--- config.mk ---
export PLATFORM = sky130hd
export DESIGN_NAME = video_line_table_scroller_unit
export DESIGN_NICKNAME = d
export VERILOG_FILES = /design/src/design/vlts_pkg.sv /design/src/design/vlts_ram.sv /design/src/design/vlts_mod.sv /design/src/design/video_line_table_scroller_unit.sv
export SDC_FILE = /design/constraint.sdc
export NUM_CORES = 2
export LEC_CHECK = 0
export ABC_CLOCK_PERIOD_IN_PS = 9400
export BUFFER_PORTS_ARGS = -buffer_cell sky130_fd_sc_hd__buf_2
export CAP_MARGIN = 20
export CORE_ASPECT_RATIO = 0.75
export CORE_UTILIZATION = 60
export CTS_CLUSTER_DIAMETER = 100
export DETAILED_ROUTE_END_ITERATION = 6
export GPL_ROUTABILITY_DRIVEN = 0
export PLACE_DENSITY = 0.73
export SETUP_SLACK_MARGIN = 0.1
export SLEW_MARGIN = 20
export SYNTH_ARGS = -nofsm -noshare
export SYNTH_HDL_FRONTEND = slang
export SYNTH_HIERARCHICAL = 1
export SYNTH_SLANG_ARGS = --single-unit
export TNS_END_PERCENT = 100
--- constraint.sdc ---
create_clock -name aclk -period 9.4 [get_ports aclk]
set_input_delay 1.88 -clock aclk [delete_from_list [all_inputs] [get_ports aclk]]
set_output_delay 1.88 -clock aclk [all_outputs]
set_load 0.02 [all_outputs]
--- src/design/vlts_pkg.sv ---
// Shared constants and types of the video line table scroller.
package vlts_pkg;

    // defaults for the top-level parameters
    localparam int TEXT_LINES_DEF    = 15;
    localparam int ROWS_PER_LINE_DEF = 8;
    localparam int TEXT_COLUMNS_DEF  = 26;
    localparam int CHAR_WIDTH_DEF    = 6;
    localparam int TOTAL_ROWS_DEF    = 120;

    localparam int PAGE_W   = 8;
    localparam int SHIFT_W  = 8;
    localparam int SPAN_W   = 5;   // window span, at most 31 from the 5-bit end line
    localparam int ADDR_W   = 16;

    localparam logic [PAGE_W-1:0] BASE_PAGE_RESET = 8'd8;

    typedef enum logic [1:0] {
        CMD_RESET  = 2'd0,
        CMD_SCROLL = 2'd1,
        CMD_QUERY  = 2'd2,
        CMD_READ   = 2'd3
    } vlts_cmd_t;

    // request to the remainder unit
    typedef struct packed {
        logic               start;
        logic [SHIFT_W-1:0] shift;
        logic [SPAN_W-1:0]  span;
    } vlts_mod_req_t;

    // answer of the remainder unit
    typedef struct packed {
        logic              done;
        logic [SPAN_W-1:0] rem;
    } vlts_mod_res_t;

endpackage

--- src/design/vlts_ram.sv ---
// Generic simple dual-port RAM with registered read.
module vlts_ram #(
    parameter int WIDTH = 8,
    parameter int DEPTH = 16
) (
    input  logic                                   clk,
    input  logic                                   we,
    input  logic [((DEPTH > 1) ? $clog2(DEPTH) : 1)-1:0] waddr,
    input  logic [WIDTH-1:0]                       wdata,
    input  logic                                   re,
    input  logic [((DEPTH > 1) ? $clog2(DEPTH) : 1)-1:0] raddr,
    output logic [WIDTH-1:0]                       rdata
);

    logic [WIDTH-1:0] mem_reg [DEPTH];
    logic [WIDTH-1:0] rdata_reg;

    always_ff @(posedge clk) begin
        if (we) begin
            mem_reg[waddr] <= wdata;
        end
        if (re) begin
            rdata_reg <= mem_reg[raddr];
        end
    end

    assign rdata = rdata_reg;

endmodule

--- src/design/vlts_mod.sv ---
// Iterative signed remainder of the scroll amount by the window span.
module vlts_mod (
    input  logic                   aclk,
    input  logic                   aresetn,
    input  vlts_pkg::vlts_mod_req_t req,
    output vlts_pkg::vlts_mod_res_t res
);

    localparam int CNT_W = $clog2(vlts_pkg::SHIFT_W);

    logic                        busy_reg;
    logic                        done_reg;
    logic [CNT_W-1:0]            cnt_reg;
    logic [vlts_pkg::SHIFT_W-1:0] mag_reg;
    logic                        neg_reg;
    logic [vlts_pkg::SPAN_W-1:0] span_reg;
    logic [vlts_pkg::SPAN_W-1:0] rem_reg;
    logic [vlts_pkg::SPAN_W:0]   trial;
    logic [vlts_pkg::SPAN_W-1:0] rem_next;

    // one restoring step per cycle, magnitude bits from the top
    always_comb begin
        trial = {rem_reg, mag_reg[vlts_pkg::SHIFT_W-1]};
        if (trial >= {1'b0, span_reg}) begin
            rem_next = vlts_pkg::SPAN_W'(trial - {1'b0, span_reg});
        end else begin
            rem_next = trial[vlts_pkg::SPAN_W-1:0];
        end
    end

    always_ff @(posedge aclk) begin
        if (!aresetn) begin
            busy_reg <= 1'b0;
            done_reg <= 1'b0;
            cnt_reg  <= '0;
        end else begin
            done_reg <= 1'b0;
            if (req.start) begin
                busy_reg <= 1'b1;
                cnt_reg  <= '0;
                rem_reg  <= '0;
                neg_reg  <= req.shift[vlts_pkg::SHIFT_W-1];
                mag_reg  <= req.shift[vlts_pkg::SHIFT_W-1] ? (~req.shift + 1'b1) : req.shift;
                span_reg <= req.span;
            end else if (busy_reg) begin
                rem_reg <= rem_next;
                mag_reg <= {mag_reg[vlts_pkg::SHIFT_W-2:0], 1'b0};
                cnt_reg <= cnt_reg + 1'b1;
                if (cnt_reg == CNT_W'(vlts_pkg::SHIFT_W - 1)) begin
                    busy_reg <= 1'b0;
                    done_reg <= 1'b1;
                end
            end
        end
    end

    // negative amounts fold back into [0, span)
    assign res.done = done_reg;
    assign res.rem  = (neg_reg && (rem_reg != '0)) ? (span_reg - rem_reg) : rem_reg;

    a_rem_below_span: assert property (@(posedge aclk) disable iff (!aresetn)
        done_reg |-> (res.rem < span_reg))
        else $error("remainder not below span");

    a_done_ends_busy: assert property (@(posedge aclk) disable iff (!aresetn)
        done_reg |-> !busy_reg)
        else $error("remainder unit busy after done");

    a_start_gives_busy: assert property (@(posedge aclk) disable iff (!aresetn)
        req.start |=> busy_reg)
        else $error("remainder unit did not start");

endmodule

--- src/design/video_line_table_scroller_unit.sv ---
// Video line table scroller: row table, line scratch table and command sequencer.
// A table reset refills the row table; query and read go straight to the result word;
// a scroll runs the remainder unit (skipped for an empty window), gathers the page of each
// of the TEXT_LINES lines, turns around and rewrites min(TEXT_LINES*ROWS_PER_LINE, TOTAL_ROWS) rows.
// One command at a time; a result word waiting on m_tready holds back the next command.
// After aresetn the block fills the row table (s_tready low).
// base_page resets to 8 and may be written at any time through cfg_we.
module video_line_table_scroller_unit #(
    parameter int TEXT_LINES    = vlts_pkg::TEXT_LINES_DEF,
    parameter int ROWS_PER_LINE = vlts_pkg::ROWS_PER_LINE_DEF,
    parameter int TEXT_COLUMNS  = vlts_pkg::TEXT_COLUMNS_DEF,
    parameter int CHAR_WIDTH    = vlts_pkg::CHAR_WIDTH_DEF,
    parameter int TOTAL_ROWS    = vlts_pkg::TOTAL_ROWS_DEF
) (
    input  logic        aclk,
    input  logic        aresetn,
    input  logic        cfg_we,
    input  logic [7:0]  cfg_wdata,      // base_page
    input  logic        s_tvalid,
    output logic        s_tready,
    input  logic [39:0] s_tdata,        // first_line, end_line, shift, column, line, row
    input  logic [1:0]  s_tuser,        // cmd
    output logic        m_tvalid,
    input  logic        m_tready,
    output logic [31:0] m_tdata         // address, in_range, row_page
);

    localparam int ROW_AW    = (TOTAL_ROWS > 1) ? $clog2(TOTAL_ROWS) : 1;
    localparam int LIDX_W    = (TEXT_LINES > 1) ? $clog2(TEXT_LINES) : 1;
    localparam int KW        = (ROWS_PER_LINE > 1) ? $clog2(ROWS_PER_LINE) : 1;
    localparam int SPAN_ROWS = TEXT_LINES * ROWS_PER_LINE;
    localparam int ROWS_LAST = ((SPAN_ROWS < TOTAL_ROWS) ? SPAN_ROWS : TOTAL_ROWS) - 1;
    localparam int PW        = vlts_pkg::PAGE_W;
    localparam int SW        = vlts_pkg::SPAN_W;

    typedef enum logic [2:0] {
        ST_FILL, ST_IDLE, ST_MOD, ST_LINES, ST_LINES_END, ST_ROWS, ST_ROWS_END, ST_RESULT
    } state_t;

    state_t state_reg;

    logic [PW-1:0]     base_page_reg;
    logic [PW-1:0]     fill_base_reg;
    logic              init_reg;
    logic [ROW_AW-1:0] fill_cnt_reg;

    vlts_pkg::vlts_cmd_t cmd_reg;
    logic              page_ok_reg;
    logic              q_ok_reg;
    logic [5:0]        col_reg;

    logic [SW-1:0]     first_reg;
    logic [SW-1:0]     end_reg;
    logic [SW-1:0]     span_reg;
    logic [SW-1:0]     r_reg;
    logic [LIDX_W-1:0] n_reg;

    logic              p1_pend_reg;
    logic [LIDX_W-1:0] p1_line_reg;
    logic              p1_zero_reg;

    logic [ROW_AW-1:0] rr_reg;
    logic [LIDX_W-1:0] n2_reg;
    logic [KW-1:0]     k_reg;
    logic              p2_pend_reg;
    logic [ROW_AW-1:0] p2_row_reg;
    logic [KW-1:0]     p2_k_reg;

    logic              m_valid_reg;
    logic [31:0]       m_data_reg;

    // input word fields
    vlts_pkg::vlts_cmd_t cmd_in;
    logic [4:0]        first_in;
    logic [4:0]        end_in;
    logic [7:0]        shift_in;
    logic [6:0]        x_in;
    logic [5:0]        y_in;
    logic [6:0]        row_in;

    logic              accept;
    logic [SW-1:0]     first_c_in;
    logic [SW-1:0]     end_c_in;
    logic              win_in;
    int                q_row_int;
    logic              q_ok_in;
    logic              q_page_ok_in;
    logic              rd_ok_in;

    logic [SW-1:0]     n_ext;
    logic              in_win;
    logic [SW-1:0]     src;
    int                src_row_int;
    logic              src_ok;

    logic              row_we;
    logic [ROW_AW-1:0] row_waddr;
    logic [PW-1:0]     row_wdata;
    logic              row_re;
    logic [ROW_AW-1:0] row_raddr;
    logic [PW-1:0]     row_rdata;
    logic              line_re;
    logic [PW-1:0]     line_rdata;
    logic [PW-1:0]     line_wdata;

    vlts_pkg::vlts_mod_req_t mod_req;
    vlts_pkg::vlts_mod_res_t mod_res;

    logic [PW-1:0]     res_page;
    logic [15:0]       res_address;
    logic [31:0]       res_word;

    assign cmd_in   = vlts_pkg::vlts_cmd_t'(s_tuser);
    assign first_in = s_tdata[4:0];
    assign end_in   = s_tdata[9:5];
    assign shift_in = s_tdata[17:10];
    assign x_in     = s_tdata[24:18];
    assign y_in     = s_tdata[30:25];
    assign row_in   = s_tdata[37:31];

    assign s_tready = (state_reg == ST_IDLE);
    assign accept   = s_tvalid && s_tready;

    // window clamp and query and read range checks
    always_comb begin
        first_c_in   = first_in[4] ? '0 : first_in;
        end_c_in     = (int'(end_in) > TEXT_LINES) ? SW'(TEXT_LINES) : end_in;
        win_in       = first_c_in < end_c_in;
        q_row_int    = int'(y_in[4:0]) * ROWS_PER_LINE;
        q_ok_in      = !y_in[5] && (int'(y_in[4:0]) < TEXT_LINES) &&
                       !x_in[6] && (int'(x_in[5:0]) < TEXT_COLUMNS);
        q_page_ok_in = q_row_int < TOTAL_ROWS;
        rd_ok_in     = int'(row_in) < TOTAL_ROWS;
    end

    // source line of the line being gathered
    always_comb begin
        n_ext       = SW'(n_reg);
        in_win      = (n_ext >= first_reg) && (n_ext < end_reg);
        src         = in_win ? SW'(first_reg + r_reg) : n_ext;
        src_row_int = int'(src) * ROWS_PER_LINE;
        src_ok      = src_row_int < TOTAL_ROWS;
    end

    assign mod_req.start = accept && (cmd_in == vlts_pkg::CMD_SCROLL) && win_in;
    assign mod_req.shift = shift_in;
    assign mod_req.span  = end_c_in - first_c_in;

    vlts_mod u_mod (
        .aclk    (aclk),
        .aresetn (aresetn),
        .req     (mod_req),
        .res     (mod_res)
    );

    // row table ports
    always_comb begin
        row_re    = 1'b0;
        row_raddr = '0;
        if (accept && (cmd_in == vlts_pkg::CMD_QUERY) && q_ok_in && q_page_ok_in) begin
            row_re    = 1'b1;
            row_raddr = ROW_AW'(q_row_int);
        end else if (accept && (cmd_in == vlts_pkg::CMD_READ) && rd_ok_in) begin
            row_re    = 1'b1;
            row_raddr = ROW_AW'(row_in);
        end else if ((state_reg == ST_LINES) && src_ok) begin
            row_re    = 1'b1;
            row_raddr = ROW_AW'(src_row_int);
        end
        if (state_reg == ST_FILL) begin
            row_we    = 1'b1;
            row_waddr = fill_cnt_reg;
            row_wdata = fill_base_reg + PW'(fill_cnt_reg);
        end else begin
            row_we    = p2_pend_reg;
            row_waddr = p2_row_reg;
            row_wdata = line_rdata + PW'(p2_k_reg);
        end
    end

    vlts_ram #(
        .WIDTH (PW),
        .DEPTH (TOTAL_ROWS)
    ) u_row_ram (
        .clk   (aclk),
        .we    (row_we),
        .waddr (row_waddr),
        .wdata (row_wdata),
        .re    (row_re),
        .raddr (row_raddr),
        .rdata (row_rdata)
    );

    assign line_re    = (state_reg == ST_ROWS);
    assign line_wdata = p1_zero_reg ? '0 : row_rdata;

    vlts_ram #(
        .WIDTH (PW),
        .DEPTH (TEXT_LINES)
    ) u_line_ram (
        .clk   (aclk),
        .we    (p1_pend_reg),
        .waddr (p1_line_reg),
        .wdata (line_wdata),
        .re    (line_re),
        .raddr (n2_reg),
        .rdata (line_rdata)
    );

    // result word
    always_comb begin
        res_page    = page_ok_reg ? row_rdata : '0;
        res_address = {res_page, 8'h00} + 16'(CHAR_WIDTH * int'(col_reg));
        res_word    = '0;
        case (cmd_reg)
            vlts_pkg::CMD_QUERY: begin
                res_word[15:0] = q_ok_reg ? res_address : '0;
                res_word[16]   = q_ok_reg;
            end
            vlts_pkg::CMD_READ: begin
                res_word[24:17] = res_page;
            end
            default: begin
                res_word = '0;
            end
        endcase
    end

    always_ff @(posedge aclk) begin
        if (!aresetn) begin
            state_reg     <= ST_FILL;
            base_page_reg <= vlts_pkg::BASE_PAGE_RESET;
            fill_base_reg <= vlts_pkg::BASE_PAGE_RESET;
            init_reg      <= 1'b1;
            fill_cnt_reg  <= '0;
            p1_pend_reg   <= 1'b0;
            p2_pend_reg   <= 1'b0;
            m_valid_reg   <= 1'b0;
        end else begin
            if (cfg_we) begin
                base_page_reg <= cfg_wdata;
            end
            p1_pend_reg <= 1'b0;
            p2_pend_reg <= 1'b0;
            if (m_tready) begin
                m_valid_reg <= 1'b0;
            end
            unique case (state_reg)
                ST_FILL: begin
                    fill_cnt_reg <= fill_cnt_reg + 1'b1;
                    if (fill_cnt_reg == ROW_AW'(TOTAL_ROWS - 1)) begin
                        state_reg <= init_reg ? ST_IDLE : ST_RESULT;
                        init_reg  <= 1'b0;
                    end
                end
                ST_IDLE: begin
                    if (accept) begin
                        cmd_reg   <= cmd_in;
                        q_ok_reg  <= q_ok_in;
                        col_reg   <= x_in[5:0];
                        first_reg <= first_c_in;
                        end_reg   <= end_c_in;
                        span_reg  <= end_c_in - first_c_in;
                        n_reg     <= '0;
                        page_ok_reg <= (cmd_in == vlts_pkg::CMD_READ) ? rd_ok_in :
                                       (q_ok_in && q_page_ok_in);
                        unique case (cmd_in)
                            vlts_pkg::CMD_RESET: begin
                                fill_base_reg <= base_page_reg;
                                fill_cnt_reg  <= '0;
                                state_reg     <= ST_FILL;
                            end
                            vlts_pkg::CMD_SCROLL: begin
                                state_reg <= win_in ? ST_MOD : ST_LINES;
                            end
                            default: begin
                                state_reg <= ST_RESULT;
                            end
                        endcase
                    end
                end
                ST_MOD: begin
                    if (mod_res.done) begin
                        r_reg     <= mod_res.rem;
                        state_reg <= ST_LINES;
                    end
                end
                ST_LINES: begin
                    p1_pend_reg <= 1'b1;
                    p1_line_reg <= n_reg;
                    p1_zero_reg <= !src_ok;
                    if (in_win) begin
                        r_reg <= (SW'(r_reg + 1'b1) == span_reg) ? '0 : SW'(r_reg + 1'b1);
                    end
                    n_reg <= n_reg + 1'b1;
                    if (n_reg == LIDX_W'(TEXT_LINES - 1)) begin
                        state_reg <= ST_LINES_END;
                    end
                end
                ST_LINES_END: begin
                    rr_reg    <= '0;
                    n2_reg    <= '0;
                    k_reg     <= '0;
                    state_reg <= ST_ROWS;
                end
                ST_ROWS: begin
                    p2_pend_reg <= 1'b1;
                    p2_row_reg  <= rr_reg;
                    p2_k_reg    <= k_reg;
                    rr_reg      <= rr_reg + 1'b1;
                    if (k_reg == KW'(ROWS_PER_LINE - 1)) begin
                        k_reg  <= '0;
                        n2_reg <= n2_reg + 1'b1;
                    end else begin
                        k_reg <= k_reg + 1'b1;
                    end
                    if (rr_reg == ROW_AW'(ROWS_LAST)) begin
                        state_reg <= ST_ROWS_END;
                    end
                end
                ST_ROWS_END: begin
                    state_reg <= ST_RESULT;
                end
                ST_RESULT: begin
                    if (!m_valid_reg || m_tready) begin
                        m_valid_reg <= 1'b1;
                        m_data_reg  <= res_word;
                        state_reg   <= ST_IDLE;
                    end
                end
                default: begin
                    state_reg <= ST_IDLE;
                end
            endcase
        end
    end

    assign m_tvalid = m_valid_reg;
    assign m_tdata  = m_data_reg;

    a_idle_no_row_write: assert property (@(posedge aclk) disable iff (!aresetn)
        (state_reg == ST_IDLE) |-> !row_we)
        else $error("row table written while idle");

    a_accept_leaves_idle: assert property (@(posedge aclk) disable iff (!aresetn)
        accept |=> (state_reg != ST_IDLE))
        else $error("word accepted without leaving idle");

    a_phases_apart: assert property (@(posedge aclk) disable iff (!aresetn)
        !(p1_pend_reg && p2_pend_reg))
        else $error("line gather and row rewrite overlap");

    a_result_after_rows: assert property (@(posedge aclk) disable iff (!aresetn)
        (state_reg == ST_ROWS_END) |=> (state_reg == ST_RESULT) && !p2_pend_reg)
        else $error("row rewrite still pending at result");

endmodule

## Word-level counts from Yosys, hierarchy flattened

Memory sizes are Yosys's and may differ from the RTL's. A register that Yosys moved wholly into a read port is not among the register bits.
Index checks and enable logic that the tools add are counted.

- Logic and storage cells: 195
- Input port bits: 55
- Memories: 2
- Output and inout port bits: 34
- RAM bits: 1,080
- Flip-flop bits (word level): 142

- Bitwise logic cells: 3
- Reduce and logical (&&, ||, !) cells: 45
- Order comparisons: 10
- Equal/unequal tests: 27
- $mul: 1
- Muxes and demuxes: 58
- Add/sub/neg operators: 15

Memory list:

| memory | depth | width | rd ports | clocked after Yosys merged registers in | wr ports | RTL line | text |
|---|---|---|---|---|---|---|---|
| u_row_ram.mem_reg | 120 | 8 | 1 | 1 | 1 | vlts_ram.sv:15 | `logic [WIDTH-1:0] mem_reg [DEPTH];` |
| u_line_ram.mem_reg | 15 | 8 | 1 | 1 | 1 | vlts_ram.sv:15 |  |

Operators with widths:

| kind | number |
|---|---|
| 8-bit 2-to-1 mux | 6 |
| 7-bit 2-to-1 mux | 6 |
| 5-bit 2-to-1 mux | 8 |
| 7-bit one-hot mux with 2 select lines | 2 |
| 3-bit 2-to-1 mux | 8 |
| 3-bit one-hot mux with 8 select lines | 1 |
| 1-bit 2-to-1 mux | 19 |
| 3-bit equality test (second input constant) | 6 |
| 3-bit AND reduction | 6 |
| 16-bit by 9-bit adder with 16-bit output | 1 |
| 8-bit by 7-bit less-than comparator with 1-bit output (second input constant) | 2 |
| 4-bit one-hot mux with 2 select lines | 2 |
| 1-bit logical AND | 15 |
| 7-bit by 1-bit adder with 7-bit output (second input constant) | 2 |
| 7-bit equality test (second input constant) | 2 |
| 2-bit by 1-bit inequality test with 1-bit output (second input constant) | 7 |
| 2-bit AND reduction | 7 |
| 4-bit 2-to-1 mux | 3 |
| 3-bit one-hot mux with 2 select lines | 2 |
| 4-bit by 5-bit less-than comparator with 1-bit output | 2 |
| 5-bit one-hot mux with 2 select lines | 1 |
| 2-bit nonzero test | 5 |
| 5-bit subtractor | 2 |
| 4-bit by 1-bit adder with 4-bit output (second input constant) | 2 |
| other kinds (32) | 42 |

## Longest topological paths before layout

- Depth in word-level cells: 8
- Gate-level depth with buffers: 17
- Depth with buffers taken out: 15

## By module

The synthesis kept the hierarchy.

Modules (own cells, without submodules):

| module | seq. area each (um^2) | cells each | instances | area each (um^2) |
|---|---|---|---|---|
| vlts_ram (u_row_ram) | 29,067.9 | 1,771 | 1 | 37,825.0 |
| video_line_table_scroller_unit | 3,183.1 | 588 | 1 | 6,432.4 |
| vlts_ram (u_line_ram) | 3,843.7 | 229 | 1 | 4,946.0 |
| vlts_mod | 670.6 | 144 | 1 | 1,487.7 |

## Worst setup path after synthesis

Ideal clock, no wire load.

- Kind: reg-to-reg
- Start point: register fill_cnt_reg[0]
- End point: memory u_row_ram.mem_reg[0][6], data pin
- Buffers on the path: 0
- Library setup time: 1.252 ns
- Period minus slack after synthesis: 7.859 ns
- Required time: 8.148 ns
- Cell stages (with the launch flop): 10
- Path slack: 1.541 ns
- Arrival: 6.607 ns
- Path through: dfxtp_1 -> ha_1 -> inv_1 -> fa_1 -> nor2b_1 -> o21ai_1 -> a21oi_1 -> o21ai_0 -> mux2i_1 -> a311oi_1

- Word-level cells in the longest chain between the ends: 2

Ends and longest elaborated chain:

| what | RTL line | text |
|---|---|---|
| start: declaration | video_line_table_scroller_unit.sv:45 | `logic [ROW_AW-1:0] fill_cnt_reg;` |
| start signal: assignment | video_line_table_scroller_unit.sv:250 | `fill_cnt_reg <= fill_cnt_reg + 1'b1;` |
| 8-bit by 7-bit adder with 8-bit output | video_line_table_scroller_unit.sv:173 | `row_wdata = fill_base_reg + PW'(fill_cnt_reg);` |
| 8-bit 2-to-1 mux | video_line_table_scroller_unit.sv:170 | `if (state_reg == ST_FILL) begin` |
| via row_wdata[6] | video_line_table_scroller_unit.sv:98 | `logic [PW-1:0] row_wdata;` |
| end: declaration | vlts_ram.sv:15 |  |

The timed path passes the listed nets, and every way through them passes these cells.

## Final worst setup path

- Start point: register r_reg[0]
- End point: register u_row_ram.rdata_reg[0] (netlist: u_row_ram/rdata[0]), read port of u_row_ram.mem_reg, data pin

- Word-level cells in the longest chain between the ends: 7
- Elaborated cells on any way between the ends: 10
- Those cells by class: add/sub: 1; order compare: 1; mux: 7; reduce/logical: 1

Ends and longest elaborated chain:

| what | RTL line | text |
|---|---|---|
| start: declaration | video_line_table_scroller_unit.sv:55 | `logic [SW-1:0] r_reg;` |
| start signal: assignment | video_line_table_scroller_unit.sv:284 | `r_reg <= mod_res.rem;` |
| start signal: assignment | video_line_table_scroller_unit.sv:293 | `r_reg <= (SW'(r_reg + 1'b1) == span_reg) ? '0 : SW'(r_reg + 1'b1);` |
| 5-bit adder (*) | video_line_table_scroller_unit.sv:140 | `src = in_win ? SW'(first_reg + r_reg) : n_ext;` |
| 5-bit 2-to-1 mux (*) | video_line_table_scroller_unit.sv:140 |  |
| 8-bit by 7-bit less-than comparator with 1-bit output | video_line_table_scroller_unit.sv:142 | `src_ok = src_row_int < TOTAL_ROWS;` |
| 1-bit logical AND | video_line_table_scroller_unit.sv:166 | `end else if ((state_reg == ST_LINES) && src_ok) begin` |
| 7-bit 2-to-1 mux (*) | video_line_table_scroller_unit.sv:166 |  |
| 7-bit 2-to-1 mux (*) | video_line_table_scroller_unit.sv:163 | `end else if (accept && (cmd_in == vlts_pkg::CMD_READ) && rd_ok_in) begin` |
| 7-bit 2-to-1 mux (*) | video_line_table_scroller_unit.sv:160 | `if (accept && (cmd_in == vlts_pkg::CMD_QUERY) && q_ok_in && q_page_ok_in) begin` |
| via row_raddr[5] | video_line_table_scroller_unit.sv:100 | `logic [ROW_AW-1:0] row_raddr;` |
| end: declaration | vlts_ram.sv:16 | `logic [WIDTH-1:0] rdata_reg;` |

Mark *: on every way through the listed nets, which the timed path passes. The rest lies on a longest branch.
A chain may end at the register's enable or synchronous reset.

==> impl_metrics.py <==
metrics = {
    "drt": {
        "dr.max_layer_used": "met5",
        "vias_per_cell": 6.56,
        "met2WireLength_microns": 51900,
        "wl_met3_microns": 12800,
        "wl_met1_microns": 47700,
        "drt-total-wl_microns": 115000,
        "drtIter0Drc": 3563,
        "wl_per_cell_microns": 28.5,
        "dr_total_vias": 26583,
        "postRouteAntennaNets": 0,
        "first_pass_iters": 6,
        "drc": 0,
    },
    "power": {
        "p_comb_share_pct": 1.5,
        "power_frac_seq_pct": 55.5,
        "p_switching_uw": 2110,
        "power_leakage_uw": 0.0182,
        "switching_share_pct": 19.4,
        "p_per_area_nw_per_um2": 193,
        "vdd_drop_max_mv": 0.149,
        "internal-power_uw": 8730,
        "clkPwrFrac_pct": 42.9,
    },
    "critical_path": {
        "crit_arrival_ns": 6.45,
        "critPathLaunchType": "flop",
        "reg2reg_depth": 17,
        "r2r-start": "r_reg[0]",
        "crit_start": "r_reg[0]",
        "crit_cells": 17,
        "crit_buf_inv": 4,
        "crit_required_ns": 9.80,
        "crit_slowest_cell": "inv_2",
        "worst_r2r_endpoint": "u_row_ram/rdata[0]",
        "ff2ff_setup_slack_ns": 3.35,
        "crit_fanout": 31,
        "crit_path_end_kind": "flop",
        "crit_end": "u_row_ram/rdata[0]",
        "crit_chain": "ha_1 -> inv_1 -> fa_1 -> nand2b_1 -> a21oi_1 -> xor2_1 -> a41oi_1 -> o2111ai_1 -> o21bai_4 -> buf_4 -> inv_2 -> buf_4 -> mux4_2 -> nor2_1 -> a21oi_1 -> a221oi_1 -> nor3_1",
        "crit_type": "reg -> reg",
        "cp_top_family": "compound AO/OA/AOI/OAI gates",
        "slowest_delay_ns": 0.83,
    },
    "placed_design": {
        "post_dp_cell_area_sq_um": 52200,
        "io_buffers": 78,
        "hpwlAfterDp_microns": 70500,
        "dp.cells": 3841,
        "post-place-ws_ns": 2.76,
    },
    "logic_synthesis": {
        "synth-seq-cells": 1236,
        "postSynthCellCount": 2732,
        "synth_top_family_by_area": "multiplexers",
        "synth_edf_count": 1201,
        "ys_warn_count": 6,
        "yosys.area_share.simple_pct": 5.17,
        "synthAdderAreaFrac_pct": 1.61,
        "synthFlopType": "edfxtp_1",
        "yosysTopAreaCellShare_pct": 71.1,
        "syn_area_sq_um": 50700,
        "synth-xor-area-share_pct": 0.916,
        "synth.distinct_cells": 86,
        "yosysSeqAreaShare_pct": 72.5,
        "avgSynthCellArea_sq_um": 18.6,
        "synth_mux_area_share_pct": 14.4,
        "synth_compound_area_share_pct": 3.27,
        "async_flop_share_pct": 0,
        "synth_area_leader_cell": "edfxtp_1",
        "synthTopCellsByCount": "1201 x edfxtp_1, 250 x mux4_2, 218 x nor2_1",
        "synth_area_leaders": "edfxtp_1 71%, mux4_2 11%, mux2i_1 2.0%, nor2_1 1.6%, dfxtp_1 1.4%",
        "synth_most_common_cell": "edfxtp_1",
    },
    "run": {
        "cap_violations": 0,
    },
    "clock_network": {
        "htree_num_levels": 3,
        "numCtsBuffers": 113,
        "post_cts_buffers": 0,
        "cts-root-buf": "clkbuf_16",
        "clk_latency_ns": 0.70,
        "cts_tree": "yes",
        "cts_resized": 0,
        "cts.clk_slew.worst_paths_ns": 0.06,
        "cts_num_sinks": 1236,
        "clk_path_buf_depth": 3,
        "ctsHoldBuffers": 0,
    },
    "cells_and_area": {
        "syn_to_final_growth_pct": 10.6,
        "instances_no_fill": 4054,
        "drive_gt1_share_pct": 21.4,
        "stdcell_area_sq_um": 56000,
        "fin_nets": 2959,
        "fin_util_pct": 67.6,
        "largest_register_ffs": 960,
    },
    "timing": {
        "min_period_ns": 6.05,
        "fin_ws_ns": 3.35,
        "period_share_pct": 64.3,
        "timing.slew.headroom_pct": 20.7,
        "finalSetupViolations": 0,
        "slew_viol_final": 0,
        "fin_setup_tns_ns": 0,
        "grt_setup_unrepaired": "false",
        "worst_clock_skew_ns": 0.0246,
        "tightest_slew_ns": 1.19,
        "hold_violations": 0,
        "fmax_mhz": 165,
    },
    "global_route": {
        "grt_pass1_vias": 26309,
        "overflow": 0,
        "grt_start_max_net_pins": 121,
        "grt.total_usage_pct": 27.5,
        "antenna_found_initial": 2,
        "grt_first_pass_wirelength_microns": 170000,
    },
    "die": {
        "core_area_sq_um": 82900,
        "die_height_microns": 254,
        "die_area_sq_um": 85700,
        "io_pins": 89,
        "die_w_microns": 338,
        "start_util_pct": 61.2,
        "rows": 91,
    },
    "worst_hold_path": {
        "hold_path_startpoint": "init_reg",
        "min_path_type": "reg -> reg",
    },
    "run_status": {
        "status": "complete, no violations",
    },
}
[placed cells by master (no fill, tap or decap), drive strengths merged, types with 5 or more instances in the layout]
cell / Yosys / layout
ha: 54 / 54
a21o: 9 / 9
edfxtp: 1201 / 1201
and3: 10 / 10
o21ai: 42 / 42
nand4: 11 / 11
or2: 5 / 5
a32oi: 7 / 7
nor2: 220 / 220
clkinvlp: 0 / 7
xor2: 31 / 31
nand2b: 13 / 13
nand3b: 6 / 6
bufinv: 0 / 16
a22o: 11 / 11
clkinv: 1 / 46
a211oi: 10 / 10
fa: 7 / 7
clkbuf: 56 / 135
nand3: 56 / 56
a221oi: 5 / 5
o22ai: 7 / 7
a31oi: 15 / 15
inv: 57 / 62
mux2: 30 / 30
and2: 27 / 27
nor3b: 6 / 6
mux4: 262 / 262
a21oi: 49 / 49
buf: 82 / 126
nand2: 125 / 125
conb: 1 / 9
nor3: 27 / 27
dfxtp: 35 / 35
mux2i: 102 / 102
a221o: 10 / 10
nor2b: 38 / 38
a22oi: 22 / 22
xnor2: 22 / 22
[cell families after synthesis]
family / Yosys count
xor+xnor: 53
fa+ha+maj: 61
flops: 1236
simple gates: 561
mux: 394
compound gates: 230
other cells: 1
buf+inv: 196
[routing by layer]
metal / track usage [%] / vias up
li1: - / 11131
met1: 42.2 / 13768
met2: 40.1 / 1461
met3: 6.23 / 221
met4: 7.78 / 2
met5: 0 / -
[power by group through the flow]
stage / clock network, uW / logic [uW] / registers (uW)
global route: 4900 / 174 / 6020
floorplan: 0 / 82.8 / 6140
CTS: 4710 / 161 / 6020
finish: 4650 / 165 / 6020
detailed placement: 0 / 160 / 6140
global placement: 0 / 150 / 6140
[worst min-delay path: stages, from the launching register on]
cell     delay, ns
dfxtp_1       0.32
nand2_1       0.06
nand2_1       0.04
[how the worst min path moves through the flow]
stage,end,cells after the start
finish,init_reg,2
global placement,p2_k_reg[1],0
floorplan,p2_k_reg[1],0
global route,p2_k_reg[1],0
detailed placement,p2_k_reg[1],0
CTS,p2_k_reg[1],0
[stage by stage]
step           total power (uW)  hold slack (ns)
2_1_floorplan              6230            0.431
3_3_place_gp               6290            0.446
3_5_place_dp               6300            0.456
4_1_cts                   10900            0.470
5_1_grt                   11100            0.485
6_report                  10800            0.470
[area by class of cell]
class	count	area, sq um
tap	1116	1400
timing repair buffer	126	826
multi-input combinational	1308	13100
clock buffer	135	2950
antenna	2	5.00
fill	5325	26800
sequential	1236	36800
clock inverter	73	796
inverter	58	218
Power figures use the tool's default switching activity.
